## src/rtl/mbwf_queue.sv

```systemverilog
module mbwf_queue #(
	parameter int W = 8
) (
	input  logic         clk,
	input  logic         arst_n,
	input  logic         push,
	input  logic [W-1:0] push_data,
	output logic         full,
	input  logic         pop,
	output logic [W-1:0] head_data,
	output logic         empty
);

	logic [W-1:0] entry_q [2];
	logic         wr_q;
	logic         rd_q;
	logic [1:0]   used_q;
	logic         do_push;
	logic         do_pop;

	assign full      = (used_q == 2'd2);
	assign empty     = (used_q == 2'd0);
	assign do_push   = push && !full;
	assign do_pop    = pop && !empty;
	assign head_data = entry_q[rd_q];

	always_ff @(posedge clk) begin
		if (do_push) begin
			entry_q[wr_q] <= push_data;
		end
	end

	always_ff @(posedge clk or negedge arst_n) begin
		if (!arst_n) begin
			wr_q   <= 1'b0;
			rd_q   <= 1'b0;
			used_q <= 2'd0;
		end else begin
			if (do_push) begin
				wr_q <= !wr_q;
			end
			if (do_pop) begin
				rd_q <= !rd_q;
			end
			case ({do_push, do_pop})
				2'b10:   used_q <= used_q + 2'd1;
				2'b01:   used_q <= used_q - 2'd1;
				default: used_q <= used_q;
			endcase
		end
	end

endmodule

```

## config.mk

```make
export PLATFORM = sky130hd
export DESIGN_NAME = mbwf_queue
export DESIGN_NICKNAME = d
export VERILOG_FILES = /design/src/rtl/mbwf_queue.sv
export SDC_FILE = /design/constraint.sdc
export NUM_CORES = 1
export LEC_CHECK = 0
export ABC_AREA = 1
export BUFFER_PORTS_ARGS = -buffer_cell sky130_fd_sc_hd__buf_2
export CORE_ASPECT_RATIO = 0.8
export CORE_MARGIN = 1.5
export CORE_UTILIZATION = 25
export CTS_BUF_LIST = sky130_fd_sc_hd__clkbuf_2 sky130_fd_sc_hd__clkbuf_4 sky130_fd_sc_hd__clkbuf_8
export CTS_CLUSTER_DIAMETER = 200
export DETAILED_ROUTE_END_ITERATION = 10
export GPL_ROUTABILITY_DRIVEN = 0
export SLEW_MARGIN = 30
export SYNTH_ARGS = -nofsm -noshare
export SYNTH_HDL_FRONTEND = slang
export SYNTH_SLANG_ARGS = --single-unit
```

## constraint.sdc

```tcl
create_clock -name clk -period 1.75 [get_ports clk]
set_input_delay 0.2625 -clock clk [delete_from_list [all_inputs] [get_ports clk]]
set_output_delay 0.2625 -clock clk [all_outputs]
set_load 0.01 [all_outputs]
```

After elaboration in Yosys (flattened, before gate mapping)
Memories as Yosys holds them, arrays and structs flattened.
Cells that the tools add are included.
- register bits: 4
- memories kept: 1
- bits in writable memories: 16
- input port bits: 12
- equality and inequality tests: 3
- mux-type cells: 3
- add/sub/neg operators: 2
- reductions and logical operators: 8
- memories (name ; words ; bits a word ; read ports ; clocked after Yosys merged registers in ; wr ports ; RTL line ; source):
    entry_q ; 2 ; 8 ; 1 ; 0 ; 1 ; 14 ; logic [W-1:0] entry_q [2];
- operator list (kind ; number):
    $eq A2 B2 Y1 const B ; 2
    $logic_not A1 Y1 ; 4
    $pmux W2 S2 ; 1
    $add A2 B1 Y2 const B ; 1
    $eq A2 B1 Y1 const B ; 1
    $logic_and A1 B1 Y1 ; 2
    $logic_not A2 Y1 ; 1
    $mux W1 ; 2
    $reduce_bool A2 Y1 ; 1
    $sub A2 B1 Y2 const B ; 1

Logic depth before layout (Yosys ltp)
- depth after elaboration: 5
- gate-level depth with buffers: 10
- mapped depth without buffers: 10

Least setup slack after synthesis
Ideal clock, no wire load.
- kind: register -> register
- start: reg used_q[1]
- end: mem entry_q[1][0] (enable)
- stages on the path, launching flop included: 4
- buffers on the path: 0
- setup time: 0.371 ns
- path slack: 0.441 ns
- period minus slack after synthesis: 1.309 ns
- data required time: 1.379 ns
- arrival time: 0.939 ns
- path through: dfrtp_1 > inv_1 > o21ai_2 > nor2_1
- longest elaborated chain between the ends: 5
- ends and longest elaborated chain (item ; RTL line ; source):
    from (decl) ; 17 ; logic [1:0] used_q;
    from (signal assigned) ; 46 ; 2'b10: used_q <= used_q + 2'd1;
    from (signal assigned) ; 47 ; 2'b01: used_q <= used_q - 2'd1;
    from (signal assigned) ; 48 ; default: used_q <= used_q;
    $eq A2 B2 Y1 ; 21 ; assign full = (used_q == 2'd2);
    $logic_not A1 Y1 ; 23 ; assign do_push = push && !full;
    $logic_and A1 B1 Y1 ; 23 ;
    $mux W1 ; 28 ; if (do_push) begin
    $mux W1 (not written as such) ; 29 ; entry_q[wr_q] <= push_data;
    to (decl) ; 14 ;
Every way passes these cells.

Worst setup path after layout
- start: reg rd_q
- end: out head_data[2]
- longest elaborated chain between the ends: 1
- ends and longest elaborated chain (item ; RTL line ; source):
    from (decl) ; 16 ; logic rd_q;
    from (signal assigned) ; 43 ; rd_q <= !rd_q;
    $mem_v2 Z2 W8 ; - ;
    to (decl) ; 10 ; output logic [W-1:0] head_data,
Every way passes these cells.

==> flow_metrics.tcl <==
set metrics [dict create \
    outcome "finished clean" \
    syn_avg_cell_area_um2 11.0 \
    worstSetupPathType "register to primary output" \
    seq_power_share 0.453 \
    utilization 0.331 \
    ys_top_cells_by_area "edfxtp_1, nand2_1, dfrtp_1, inv_1, nand3_1" \
    synth_warnings 0 \
    cp_common_cell "nand2_1" \
    layout_min_cycle_time_ns 1.48 \
    cts-root-buf "clkbuf_8" \
    post-route-period-util 0.844 \
    hold_viol 0 \
    grtUsageTotal 0.0917 \
    rows 18 \
    critical_path_peak_fanout 10 \
    n_fill_cell 322 \
    area_delta_synth_final_pct 26.0 \
    wl_per_cell_um 10.4 \
    path_clk_slew_ns 0.07 \
    antenna_left 0 \
    post-place-ws_ns 0.283 \
    clock_skew_ns 0.00617 \
    drt-initial-drc-count 12 \
    reg2regPathDepth 9 \
    syn-num-nets 87 \
    synth_cells 74 \
    insertedDiodeCount 0 \
    grt_pass1_wl_um 2340 \
    synth_edf_count 16 \
    cp-start-kind "register" \
    min_path_cells 1 \
    routed_wl_um 1460 \
    post-synth-top-area-fraction 0.588 \
    async_flop_share 0.200 \
    crit_chain "inv_2 > nand2_1 > nand2_1 > buf_2" \
    vias_per_cell 3.94 \
    setup_slack_ns 0.273 \
    ys.flop_type "edfxtp_1" \
    post_cts_buffers 0 \
    p_switching_uw 601 \
    comb_power_share 0.371 \
    grt_max_degree 12 \
    htreeDepth 1 \
    slowest_delay_ns 0.53 \
    antenna_found_initial 0 \
    slew_viol_final 0 \
    route.vias.total 552 \
    drv_cap 0 \
    slew_headroom 0.781 \
    nets 114 \
    cpMaxStageDelayCell "dfrtp_1" \
    worstMarginPinSlew_ns 0.328 \
    syn-cell-area_um2 817 \
    layout-drive-gt1-share 0.320 \
    clkLatencyLatePin_ns 0.25 \
    crit_required_ns 1.49 \
    yosysMostFrequentCell "nand2_1" \
    dpl.hpwl_um 1110 \
    fin_tns_setup_ns 0 \
    clock_sinks 20 \
    dieArea_um2 3620 \
    rsz0062_at_grt "no" \
    die_x_um 66.9 \
    grt_pass1_vias 531 \
    ios 22 \
    drc_errors 0 \
    synth_cell_types 14 \
    power.density_nw_per_um2 1600 \
    multiInputGateArea_um2 194 \
    yosysTopAreaCell "edfxtp_1" \
    initial_core_util 0.263 \
    die_h_um 54.1 \
    layout.area.seq_um2 581 \
    yosys-top-cells-count "nand2_1, edfxtp_1, inv_1, dfrtp_1" \
    gr-total-overflow 0 \
    worstSetupEndpointType "primary output" \
    yosysSeqAreaShare 0.711 \
    finalHoldWorstSlack_ns 0.197 \
    port_buffers 21 \
    cts.path.max_buffers 2 \
    clkPwrFrac 0.177 \
    swShare 0.365 \
    cts_tree "yes" \
    crit_arrival_ns 1.21 \
    core_area_um2 3110 \
    cts_made_buffers 3 \
    vdd_drop_max_v 0.000601 \
    finalSetupViolCount 0 \
    max_freq_ghz 0.677 \
    hold_path.class "primary input to register" \
    ys_ff_latch 20 \
    p_leak_nw 0.488 \
    total_power_mw 1.65 \
    internal-power_mw 1.05 \
    first_pass_iters 2 \
]
-- worst paths after layout --
check / start / endpoint / slack [ns]
max: rd_q / head_data[2] / 0.27
min: push_data[7] / entry_q[0][7] / 0.20
max reg2reg: used_q[1] / used_q[1] / 0.28
min reg2reg: wr_q / wr_q / 0.48
max in group asynchronous: arst_n / wr_q / 1.29
min in group asynchronous: arst_n / rd_q / 0.33
-- area by class of cell --
class / instances / area share
inverters: 10 / 0.0365
clock inverters: 1 / 0.00365
flip-flops and latches: 20 / 0.564
repair buffers: 23 / 0.119
multi-input cells: 43 / 0.188
clock buffers: 3 / 0.0401
well taps: 40 / 0.0486
-- layout by cell type, fill, tap and decap left out --
| cell | instances |
|---|---|
| buf_2 | 21 |
| buf_4 | 1 |
| clkbuf_8 | 3 |
| clkinv_1 | 1 |
| dfrtp_1 | 4 |
| dlygate4sd3_1 | 1 |
| edfxtp_1 | 16 |
| ha_1 | 1 |
| inv_1 | 7 |
| inv_2 | 3 |
| nand2_1 | 32 |
| nand2_2 | 2 |
| nand3_1 | 3 |
| nand4_1 | 1 |
| nor2_1 | 1 |
| nor2_2 | 1 |
| o21ai_2 | 1 |
| xnor2_1 | 1 |
-- metal layers --
layer / up-vias / routed length (um) / GRT usage
met4: 0 / 20 / 0.0476
met1: 247 / 607 / 0.0991
met2: 12 / 760 / 0.155
met3: 2 / 73 / 0.0397
met5: - / 0 / 0
li1: 291 / - / -
-- critical path: cells and delay by family (launching register included) --
kind / cells / cell delay [ns]
buf+inv: 2 / 0.29
flops: 1 / 0.53
simple gates: 2 / 0.14
-- cell families after synthesis --
family          synth area share
compound gates            0.0107
flops                      0.711
buf+inv                   0.0521
xor+xnor                  0.0107
fa+ha+maj                 0.0153
simple gates               0.201
-- stage by stage --
step           cells  instance area [um2]
2_1_floorplan     74                  817
3_3_place_gp     135                  975
3_5_place_dp     135                  975
4_1_cts          140                 1030
5_1_grt          140                 1030
6_report         140                 1030
-- sequential cells by signal, indices dropped and copies added, names as in the netlist --
signal   cells
rd_q         1
wr_q         1
entry_q     16
used_q       2
-- repair_timing --
action                                  in CTS  in global routing
endpoints found under the hold margin        4                  0
resized for setup                            0                  0
hold buffers                                 1                  0
endpoints found under the setup margin       0                  0
-- power by group through the flow --
stage,combinational [mW],sequential (mW),clock (mW)
final,0.610,0.746,0.291
after global routing,0.700,0.762,0.323
after CTS,0.628,0.745,0.300
after detailed placement,0.623,0.757,0
after global placement,0.592,0.754,0
after floorplan,0.429,0.715,0
(Power assumes the default switching activity.)
