$ cat config.mk
export PLATFORM = sky130hd
export DESIGN_NAME = mbwf_front
export DESIGN_NICKNAME = d
export VERILOG_FILES = /design/src/rtl/mbwf_pkg.sv /design/src/rtl/mbwf_front.sv
export SDC_FILE = /design/constraint.sdc
export NUM_CORES = 1
export LEC_CHECK = 0
export BUFFER_PORTS_ARGS = -buffer_cell sky130_fd_sc_hd__buf_2
export CAP_MARGIN = 20
export CORE_MARGIN = 4
export CORE_UTILIZATION = 31
export DETAILED_ROUTE_END_ITERATION = 12
export GPL_TIMING_DRIVEN = 0
export MAX_ROUTING_LAYER = met4
export PLACE_DENSITY = 0.51
export SKIP_LAST_GASP = 1
export SLEW_MARGIN = 20
export SYNTH_ARGS = -nofsm -noshare
export SYNTH_HDL_FRONTEND = slang
export SYNTH_SLANG_ARGS = --single-unit
export TNS_END_PERCENT = 50
$ cat constraint.sdc
create_clock -name clk -period 6.57 [get_ports clk]
set_input_delay 0.9855 -clock clk [delete_from_list [all_inputs] [get_ports clk]]
set_output_delay 0.9855 -clock clk [all_outputs]
set_load 0.05 [all_outputs]
$ cat src/rtl/mbwf_pkg.sv
package mbwf_pkg;

	// Field widths of one polled sample and of one wheel command.
	localparam int RANGE_W   = 16;
	localparam int BEARING_W = 15;
	localparam int ID_W      = 16;
	localparam int SPEED_W   = 11;
	localparam int STATUS_W  = 2;

	// Bits of one stored sample inside a queued round.
	localparam int SAMPLE_BITS = RANGE_W + BEARING_W + ID_W;

	// Round outcome codes.
	localparam logic [STATUS_W-1:0] STATUS_TOO_FEW    = 2'd0;
	localparam logic [STATUS_W-1:0] STATUS_MISMATCH   = 2'd1;
	localparam logic [STATUS_W-1:0] STATUS_CONTROLLED = 2'd2;

	// Register indexes on the configuration port.
	localparam logic [2:0] REG_OWN_ID       = 3'd0;
	localparam logic [2:0] REG_TARGET_RANGE = 3'd1;
	localparam logic [2:0] REG_RANGE_P_GAIN = 3'd2;
	localparam logic [2:0] REG_RANGE_D_GAIN = 3'd3;
	localparam logic [2:0] REG_ANGLE_P_GAIN = 3'd4;
	localparam logic [2:0] REG_ANGLE_D_GAIN = 3'd5;

	// Controller constants. The bearing setpoint is pi/2 in Q3.12.
	localparam logic signed [15:0] HALF_PI_Q12 = 16'sd6434;
	localparam logic signed [20:0] BASE_SPEED  = 21'sd200;
	localparam logic signed [35:0] BASE_SCALED = 36'sd819200;
	localparam logic signed [35:0] FRAC_ROUND  = 36'sd4095;
	localparam logic signed [23:0] SPEED_MAX   = 24'sd1000;
	localparam logic signed [23:0] SPEED_MIN   = -24'sd1000;

	// floor(2^32 / 25): the range term is divided by 200 as a shift by 3
	// followed by a reciprocal multiply by 1/25 and one correction step.
	localparam logic [27:0] RECIP_25 = 28'd171798691;
	localparam logic [22:0] DIV_25   = 23'd25;

	typedef struct packed {
		logic [15:0] own_id;
		logic [15:0] target_range;
		logic [7:0]  range_p_gain;
		logic [7:0]  range_d_gain;
		logic [7:0]  angle_p_gain;
		logic [7:0]  angle_d_gain;
	} cfg_t;

endpackage

$ cat src/rtl/mbwf_front.sv
module mbwf_front #(
	parameter int SAMPLES       = 5,
	parameter int ATTEMPT_LIMIT = 300,
	parameter int CNT_W         = $clog2(SAMPLES + 1),
	parameter int JOB_W         = CNT_W + 1 + SAMPLES * mbwf_pkg::SAMPLE_BITS
) (
	input  logic                                clk,
	input  logic                                arst_n,
	input  logic                                in_valid,
	output logic                                in_ready,
	input  logic                                received,
	input  logic [mbwf_pkg::RANGE_W-1:0]        sample_range,
	input  logic signed [mbwf_pkg::BEARING_W-1:0] sample_bearing,
	input  logic [mbwf_pkg::ID_W-1:0]           sender_id,
	output logic                                push,
	output logic [JOB_W-1:0]                    job_data,
	input  logic                                q_full
);

	localparam int ACNT_W = $clog2(ATTEMPT_LIMIT + 1);
	localparam int IDX_W  = $clog2(SAMPLES);
	localparam int R_OFS  = CNT_W + 1;
	localparam int B_OFS  = R_OFS + SAMPLES * mbwf_pkg::RANGE_W;
	localparam int I_OFS  = B_OFS + SAMPLES * mbwf_pkg::BEARING_W;
	localparam logic [CNT_W-1:0]  SAMPLES_C = CNT_W'(SAMPLES);
	localparam logic [CNT_W-1:0]  HALF_C    = CNT_W'(SAMPLES / 2);
	localparam logic [ACNT_W-1:0] LIMIT_C   = ACNT_W'(ATTEMPT_LIMIT);

	logic [mbwf_pkg::RANGE_W-1:0]   ranges_q   [SAMPLES];
	logic [mbwf_pkg::BEARING_W-1:0] bearings_q [SAMPLES];
	logic [mbwf_pkg::ID_W-1:0]      ids_q      [SAMPLES];
	logic [CNT_W-1:0]               cnt_q;
	logic [ACNT_W-1:0]              att_q;

	logic              take;
	logic              accept;
	logic              done;
	logic [CNT_W-1:0]  cnt_nxt;
	logic [ACNT_W-1:0] att_nxt;

	assign in_ready = !q_full;
	assign accept   = in_valid && in_ready;
	assign take     = received && (cnt_q < SAMPLES_C);
	assign cnt_nxt  = cnt_q + CNT_W'(take);
	assign att_nxt  = att_q + ACNT_W'(1);
	assign done     = (cnt_nxt == SAMPLES_C) || (att_nxt >= LIMIT_C);
	assign push     = accept && done;

	// The round handed to the back end already holds the sample of the
	// closing beat, merged at its slot.
	always_comb begin
		logic here;
		job_data = '0;
		job_data[CNT_W-1:0] = cnt_nxt;
		job_data[CNT_W]     = (cnt_nxt < HALF_C);
		for (int k = 0; k < SAMPLES; k++) begin
			here = take && (cnt_q == CNT_W'(k));
			job_data[R_OFS + k * mbwf_pkg::RANGE_W +: mbwf_pkg::RANGE_W] =
				here ? sample_range : ranges_q[k];
			job_data[B_OFS + k * mbwf_pkg::BEARING_W +: mbwf_pkg::BEARING_W] =
				here ? sample_bearing : bearings_q[k];
			job_data[I_OFS + k * mbwf_pkg::ID_W +: mbwf_pkg::ID_W] =
				here ? sender_id : ids_q[k];
		end
	end

	always_ff @(posedge clk) begin
		if (accept && take) begin
			ranges_q[cnt_q[IDX_W-1:0]]   <= sample_range;
			bearings_q[cnt_q[IDX_W-1:0]] <= sample_bearing;
			ids_q[cnt_q[IDX_W-1:0]]      <= sender_id;
		end
	end

	always_ff @(posedge clk or negedge arst_n) begin
		if (!arst_n) begin
			cnt_q <= '0;
			att_q <= '0;
		end else if (accept) begin
			if (done) begin
				cnt_q <= '0;
				att_q <= '0;
			end else begin
				cnt_q <= cnt_nxt;
				att_q <= att_nxt;
			end
		end
	end

endmodule

* Word-level counts from Yosys, hierarchy flattened
Memories as Yosys holds them, arrays and structs flattened.
Index checks and enable logic that the tools add are counted.
** Word-level totals
- Flip-flop bits (word level) :: 12
- Output and inout port bits :: 241
- Memories kept :: 3
- Input port bits :: 52
- Bits in writable memories :: 235
** Cells by class
- Multiplexer cells :: 19
- Eq/ne operators :: 5
- $lt $le $gt $ge :: 3
- Reduce and logical (&&, ||, !) cells :: 12
- Add/subtract/negate cells :: 2
** Memory list
- ids_q :: depth 5, width 16, rd ports 5, clocked after Yosys merged registers in 0, wr ports 1, line mbwf_front.sv:31 : logic [mbwf_pkg::ID_W-1:0] ids_q [SAMPLES];
- ranges_q :: depth 5, width 16, rd ports 5, clocked after Yosys merged registers in 0, wr ports 1, line mbwf_front.sv:29 : logic [mbwf_pkg::RANGE_W-1:0] ranges_q [SAMPLES];
- bearings_q :: depth 5, width 15, rd ports 5, clocked after Yosys merged registers in 0, wr ports 1, line mbwf_front.sv:30 : logic [mbwf_pkg::BEARING_W-1:0] bearings_q [SAMPLES];
** Operators with widths (number)
- 16-bit 2-to-1 mux :: 10
- 15-bit 2-to-1 mux :: 5
- 9-bit by 1-bit adder with 9-bit output, second input constant :: 1
- 9-bit greater-or-equal comparator, second input constant :: 1
- 1-bit logical AND :: 9
- 9-bit 2-to-1 mux :: 1
- 3-bit by 2-bit == test with 1-bit output, second input constant :: 2
- 3-bit == test, second input constant :: 2
- 3-bit by 1-bit adder with 3-bit output :: 1
- 3-bit by 1-bit == test with 1-bit output, second input constant :: 1
- 3-bit zero test :: 1
- 3-bit by 2-bit less-than comparator with 1-bit output, second input constant :: 1
- 3-bit less-than comparator, second input constant :: 1
- 3-bit 2-to-1 mux :: 1
- 1-bit 2-to-1 mux :: 2
- 1-bit zero test :: 1
- 1-bit logical OR :: 1

* Longest topological paths before layout
Gate-level depths: netlist (run 1).
- Word-level depth :: 6
- Depth in mapped cells :: 11
- Depth with buffers taken out :: 10

* Least setup slack after synthesis (run 1)
No wires, ideal clock.
- Path kind :: input port to output port
- Start :: in received
- End :: out push
- Path buffers :: 0
- Stages on the path :: 8
- Slack :: 1916 ps
- Required time :: 5584 ps
- Data arrival time :: 3669 ps
- Path through :: and2_1 -> ha_1 -> ha_1 -> xor2_1 -> and2_1 -> nor3b_1 -> a32o_2 -> nor2_1
** On the way
- Cells in the longest elaborated chain, start to end :: 5
** RTL lines
- start, declared :: line mbwf_front.sv:11 : input logic received,
- 1-bit logical AND :: line mbwf_front.sv:43 : assign take = received && (cnt_q < SAMPLES_C);
- 3-bit by 1-bit adder with 3-bit output :: line mbwf_front.sv:44 : assign cnt_nxt = cnt_q + CNT_W'(take);
- named net job_data[2] :: line mbwf_front.sv:16 : output logic [JOB_W-1:0] job_data,
- 3-bit == test :: line mbwf_front.sv:46 : assign done = (cnt_nxt == SAMPLES_C) || (att_nxt >= LIMIT_C);
- 1-bit logical OR :: line mbwf_front.sv:46
- 1-bit logical AND :: line mbwf_front.sv:47 : assign push = accept && done;
- end, declared :: line mbwf_front.sv:15 : output logic push,
The timed path passes the listed nets, and every way through them passes these cells.

* Worst setup path after layout (run 1)
- Start :: reg cnt_q[2]
- End :: out push
** On the way
- Cells in the longest elaborated chain, start to end :: 6
** RTL lines
- start, declared :: line mbwf_front.sv:32 : logic [CNT_W-1:0] cnt_q;
- start signal, assigned :: line mbwf_front.sv:84 : cnt_q <= cnt_nxt;
- 3-bit less-than comparator :: line mbwf_front.sv:43
- 1-bit logical AND :: line mbwf_front.sv:43
- 3-bit by 1-bit adder with 3-bit output (*) :: line mbwf_front.sv:44
- 3-bit == test (*) :: line mbwf_front.sv:46
- 1-bit logical OR (*) :: line mbwf_front.sv:46
- 1-bit logical AND (*) :: line mbwf_front.sv:47
Mark *: on every way between the ends. The rest lies on a longest branch, timed or not.

==> results of run 1 <==
-- metal layers --
| layer | up-vias | GRT usage, % | share of wire (%) |
|---|---|---|---|
| li1 | 3015 | - | - |
| met1 | 3198 | 20.2 | 43 |
| met2 | 188 | 25.6 | 49 |
| met3 | 34 | 3.46 | 5.8 |
| met4 | 0 | 3.54 | 2.2 |
| met5 | - | - | 0 |
-- per-stage QoR --
| stage | setup WS [ps] | util [%] | cells | power, mW |
|---|---|---|---|---|
| finish | 2470 | 40.8 | 1401 | 4.66 |
| global route | 2230 | 40.8 | 1401 | 4.87 |
| CTS | 2420 | 40.8 | 1401 | 4.74 |
| detailed placement | 2510 | 38.1 | 1349 | 3.22 |
| global placement | 33.3 | 37.6 | 1342 | 3.22 |
| floorplan | 1920 | - | 602 | 2.86 |
-- worst reg2reg max path, delay by kind of cell, from the launching register on --
family / cells / cell delay [ps]
buffers and inverters: 6 / 1400
and+or+nand+nor: 3 / 850
DFF: 1 / 350
-- area by class of cell --
class                           count  area share, %
Tap cell                          448           4.07
Multi-Input combinational cell    322           23.2
Sequential cell                   247           53.4
Inverter                            6          0.164
Clock inverter                     11          0.518
Timing Repair Buffer              299           11.8
Buffer                             27          0.872
Clock buffer                       41           5.89
-- worst paths after layout --
check | from | cells past startpoint | slack [ps] | endpoint
setup / recovery | cnt_q[2]$_DFFE_PN0P_ | 11 | 2470 | push
hold / removal | arst_n | 1 | 350 | att_q[4]$_DFFE_PN0P_
setup reg to reg | cnt_q[2]$_DFFE_PN0P_ | 9 | 3680 | bearings_q[3][11]$_DFFE_PP_
hold reg to reg | att_q[8]$_DFFE_PN0P_ | 1 | 540 | att_q[8]$_DFFE_PN0P_
max in group asynchronous | arst_n | 1 | 5990 | att_q[3]$_DFFE_PN0P_
min in group clk | att_q[8]$_DFFE_PN0P_ | 1 | 540 | att_q[8]$_DFFE_PN0P_
-- power by group --
| group | total [mW] | internal (mW) | switching, mW | leakage [nW] |
|---|---|---|---|---|
| registers | 1.83 | 1.79 | 0.0446 | 2.27 |
| clock network | 1.49 | 0.886 | 0.604 | 0.432 |
| logic | 1.34 | 0.373 | 0.963 | 2.38 |
| total | 4.66 | 3.05 | 1.61 | 5.09 |
-- placed cells by master (no fill, tap or decap), types with 2 or more instances in the layout --
cell type  Yosys  routed
o21ai_0        6       6
clkbuf_16      0      29
nor3b_1        3       3
a22o_1         2       2
nor2_1         4       3
nand2_1       14      14
nand3_1        7       7
inv_1          6       6
buf_16         0       3
edfxtp_1     235     235
clkinv_2       0       3
a21oi_1        6       6
dfrtp_1       12      12
nand2b_1       4       4
nor3_1         8       8
o22ai_1        3       3
ha_1           4       4
buf_2         15     307
xnor2_1        2       2
buf_1          4       4
nor2b_1        6       6
mux2_2       235     235
clkinv_1       0       7
clkbuf_1       8      16
clkbuf_8       0       4
and2_1         6       2
buf_12         0       4
and2_4         0       4
-- cell families (layout without fill, tap and decap cells) --
kind of cell	after synthesis	after routing	share of synthesized area (%)
flops	247	247	68.9
mux	235	235	24.8
simple gates	58	58	2.96
buf+inv	33	384	1.34
compound gates	22	22	1.35
fa+ha+maj	4	4	0.469
xor+xnor	3	3	0.246
-- sequential cells by signal (all words and copies together) (netlist names) --
signal and count:
cnt_q 3, ids_q 80, att_q 9, bearings_q 75
ranges_q 80
==> impl_metrics.py, run 1 <==
metrics = {
    "setup_path": {
        "critical_path_class": "reg2out",
        "crit_buf_inv": 2,
        "cp.required_ps": 5580,
        "slowest_stage": "a32o_2",
        "crit_path_cell_trace": "buf_2, o21ai_0, and2_1, ha_1, ha_1, xor2_1, and2_1, nor3b_1, a32o_2, nor2_1, buf_2",
        "path_max_fanout": 9,
        "cp.arrival_ps": 3110,
        "startpoint_type": "register",
        "endpoint_kind": "primary output",
        "cp_top_family": "simple AND/OR/NAND/NOR gates",
        "slowest_delay_ps": 350,
    },
    "cells_and_area": {
        "register_area_um2": 7360,
        "multi_input_area_um2": 3200,
        "final_nets": 987,
        "drive_gt1_share_pct": 62.5,
        "antennaDiodeCount": 0,
        "area.growth.synth_to_final_pct": 28.9,
        "fillCellCount": 3140,
        "post-route-cell-area_um2": 13800,
    },
    "clocking": {
        "cts_tree": "yes",
        "clock_sinks": 247,
        "cts_buffer_depth": 3,
        "root_buffer": "clkbuf_16",
        "post_cts_resized": 0,
        "worstSkewPairLatency_ps": 540,
        "ctsHtreeMaxLevel": 1,
        "clkTransAtPathRegs_ps": 60,
        "numCtsBuffers": 28,
        "cts_hold_buffers": 0,
        "cts_setup_buffers": 0,
    },
    "timing": {
        "hold_viol_final": 0,
        "fin_crit_ps": 4100,
        "max_freq_mhz": 244,
        "finalSetupViolCount": 0,
        "relSlewSlack_pct": 44.4,
        "skew_ps": 18.4,
        "fin_crit_sh_pct": 62.4,
        "rsz0062_at_grt": "false",
        "tns_ps": 0,
        "timing.hold.ws_ps": 347,
        "drv_slew": 0,
        "tightest_slew_ps": 834,
    },
    "logic_synthesis": {
        "synth.avg_cell_area_um2": 17.7,
        "yosys.cell_types.count": 33,
        "yosysTopAreaCellShare_pct": 66.1,
        "syn-cell-area_um2": 10700,
        "netlist_top_cells_count": "edfxtp_1 (235), mux2_2 (235), buf_2 (15), nand2_1 (14), dfrtp_1 (12)",
        "synth_top_flop_cell": "edfxtp_1",
        "ys_ff_latch": 247,
        "yosys_warnings": 0,
        "yosys-top-cells-area": "edfxtp_1 (66%), mux2_2 (25%), dfrtp_1 (2.8%)",
        "synth_cells": 602,
        "synth-edff-count": 235,
        "syn_nets": 658,
        "synth_largest_area_cell": "edfxtp_1",
        "synthArstFlopShare_pct": 4.86,
        "synth_seq_area_share_pct": 68.9,
    },
    "global_routing": {
        "grt_max_degree": 32,
        "grt_pass1_wl_um": 44600,
        "first_global_vias": 6748,
        "grt_use_total_pct": 15.7,
        "grt-ovfl-total": 0,
        "antenna_found_initial": 0,
    },
    "job": {
        "maxCapViolCount": 0,
    },
    "place": {
        "place.gp.congestion": 0.765,
        "dpl.hpwl_um": 20100,
        "dpl_cell_area_um2": 12900,
        "io_buffers": 292,
    },
    "drt": {
        "routed_via_density": 4.59,
        "drc": 0,
        "drtIter0Drc": 346,
        "wl_per_cell_um": 21.2,
        "num_vias": 6435,
        "routed_wirelength_um": 29700,
        "ant_nets": 0,
        "firstDrtPassIters": 4,
    },
    "outcome": {
        "status": "complete, no violations",
    },
    "power_and_ir_drop": {
        "p_per_area_nw_per_um2": 338,
        "power_leakage_nw": 5.09,
        "peakVddDrop_uv": 212,
    },
    "hold_path": {
        "worstHoldPathType": "in2async",
    },
    "die": {
        "start_util_pct": 31.6,
        "die_w_um": 194,
        "die_area_um2": 37500,
        "io_pins": 293,
        "rows": 67,
        "die_h_um": 194,
        "core_um2": 33800,
    },
}
No activity file was read; power rests on OpenSTA's default activity.
==> run 2: changes to the inputs <==
==> constraint.sdc (replaced) <==
create_clock -name clk -period 3.9 [get_ports clk]
set_input_delay 0.585 -clock clk [delete_from_list [all_inputs] [get_ports clk]]
set_output_delay 0.585 -clock clk [all_outputs]
set_load 0.05 [all_outputs]
==> run 2 against run 1 <==
Sequential share of layout area fell by 0.078 points. Clock power rose by 68%. Critical path type unchanged. Combinational power up 69%.
==> impl_metrics.py, run 2 (synthesis gave the netlist of run 1 again) <==
metrics = {
    "timing": {
        "drv_slew": 0,
        "skew_ps": 17.2,
        "max_freq_mhz": 276,
        "tns_ps": 0,
        "hold_viol_final": 0,
        "timing.hold.ws_ps": 346,
        "finalSetupViolCount": 0,
        "tightest_slew_ps": 838,
        "fin_crit_ps": 3620,
        "relSlewSlack_pct": 44.1,
        "fin_crit_sh_pct": 92.9,
        "rsz0062_at_grt": "false",
    },
    "global_routing": {
        "grt_pass1_wl_um": 44600,
        "first_global_vias": 6751,
        "grt-ovfl-total": 0,
        "grt_use_total_pct": 15.7,
        "grt_max_degree": 32,
        "antenna_found_initial": 0,
    },
    "clocking": {
        "clock_sinks": 247,
        "cts_tree": "yes",
        "worstSkewPairLatency_ps": 540,
        "numCtsBuffers": 28,
        "cts_buffer_depth": 3,
        "ctsHtreeMaxLevel": 1,
        "cts_setup_buffers": 0,
        "root_buffer": "clkbuf_16",
        "clkTransAtPathRegs_ps": 60,
    },
    "drt": {
        "ant_nets": 0,
        "firstDrtPassIters": 4,
        "drtIter0Drc": 368,
        "routed_via_density": 4.59,
        "num_vias": 6440,
        "drc": 0,
        "routed_wirelength_um": 29800,
        "wl_per_cell_um": 21.2,
    },
    "die": {
        "die_h_um": 194,
        "die_w_um": 194,
        "io_pins": 293,
        "die_area_um2": 37500,
        "rows": 67,
        "core_um2": 33800,
        "start_util_pct": 31.6,
    },
    "setup_path": {
        "crit_buf_inv": 2,
        "path_max_fanout": 9,
        "startpoint_type": "register",
        "endpoint_kind": "primary output",
        "crit_path_cell_trace": "buf_2, o21ai_0, and2_1, ha_1, ha_1, nor2b_1, and2_1, nor3b_1, a32o_2, nor2_1, clkbuf_4",
        "critical_path_class": "reg2out",
        "cp_top_family": "simple AND/OR/NAND/NOR gates",
        "slowest_stage": "ha_1",
        "slowest_delay_ps": 360,
        "cp.required_ps": 3310,
        "rrSetupSlack_ps": 990,
        "cp.arrival_ps": 3040,
    },
    "cells_and_area": {
        "area.growth.synth_to_final_pct": 29.1,
        "post-route-cell-area_um2": 13800,
        "final_common_cell": "buf_2",
        "drive_gt1_share_pct": 62.6,
        "layout_common_cells": "buf_2 (306), mux2_2 (235), edfxtp_1 (235)",
        "final_nets": 988,
        "antennaDiodeCount": 0,
        "finalNonFillerCells": 1402,
    },
    "place": {
        "dp.cells": 1349,
        "place.gp.congestion": 0.765,
        "dpl.hpwl_um": 20100,
        "io_buffers": 292,
        "dpl_cell_area_um2": 12900,
    },
    "power_and_ir_drop": {
        "power_mw": 7.86,
        "power_leakage_nw": 5.09,
        "peakVddDrop_uv": 358,
        "p_per_area_nw_per_um2": 570,
    },
    "hold_path": {
        "worstHoldPathType": "in2reg",
    },
    "outcome": {
        "status": "complete, no violations",
    },
    "job": {
        "maxCapViolCount": 0,
    },
}
-- run 2: cell types whose count changed in the layout (fill, tap and decap cells not counted), sizes merged --
cell	change
buf	-1
clkbuf	+1
dlygate4sd3	+1
-- run 2: power by group --
part	internal (mW)	total [mW]	switching, mW
Combinational	0.631	2.26	1.63
Sequential	3.01	3.09	0.0755
Clock	1.49	2.51	1.02
Total	5.14	7.86	2.72
-- run 2: area by class of cell --
type	count	area, µm²
plain buffers	27	120
clock buffers	41	811
clock inverters	11	71.3
fillers	3138	20000
inverters	6	22.5
multi-input cells	322	3210
flip-flops and latches	247	7360
well taps	448	561
repair buffers	300	1640
-- run 2: layer usage --
layer	wire (µm)	vias to the layer above	GRT usage [%]
li1	-	3019	-
met1	12900	3205	20.2
met2	14500	182	25.6
met3	1650	34	3.46
met4	640	0	3.54
met5	0	-	-
-- run 2: metrics by stage --
stage,worst slack [ps],util (%)
floorplan,47.0,-
global placement,-2240,37.6
detailed placement,639,38.1
CTS,147,40.8
global route,11.0,40.8
finish,275,40.8
-- run 2: what timing repair did --
item / in CTS / in global routing
hold buffers: 1 / 0
hold endpoints to repair: 12 / 0
resized for setup: 0 / 2
setup endpoints to repair: 0 / 1
-- run 2: worst paths after layout --
check                                      from                           to  cells after the start
setup / recovery           cnt_q[2]$_DFFE_PN0P_                         push                     11
hold / removal                 sample_range[12]    ranges_q[2][12]$_DFFE_PP_                      1
setup reg to reg           cnt_q[2]$_DFFE_PN0P_  bearings_q[3][11]$_DFFE_PP_                      9
hold reg to reg            att_q[8]$_DFFE_PN0P_         att_q[8]$_DFFE_PN0P_                      1
max in group asynchronous                arst_n         att_q[3]$_DFFE_PN0P_                      2
min in group asynchronous                arst_n         att_q[4]$_DFFE_PN0P_                      2
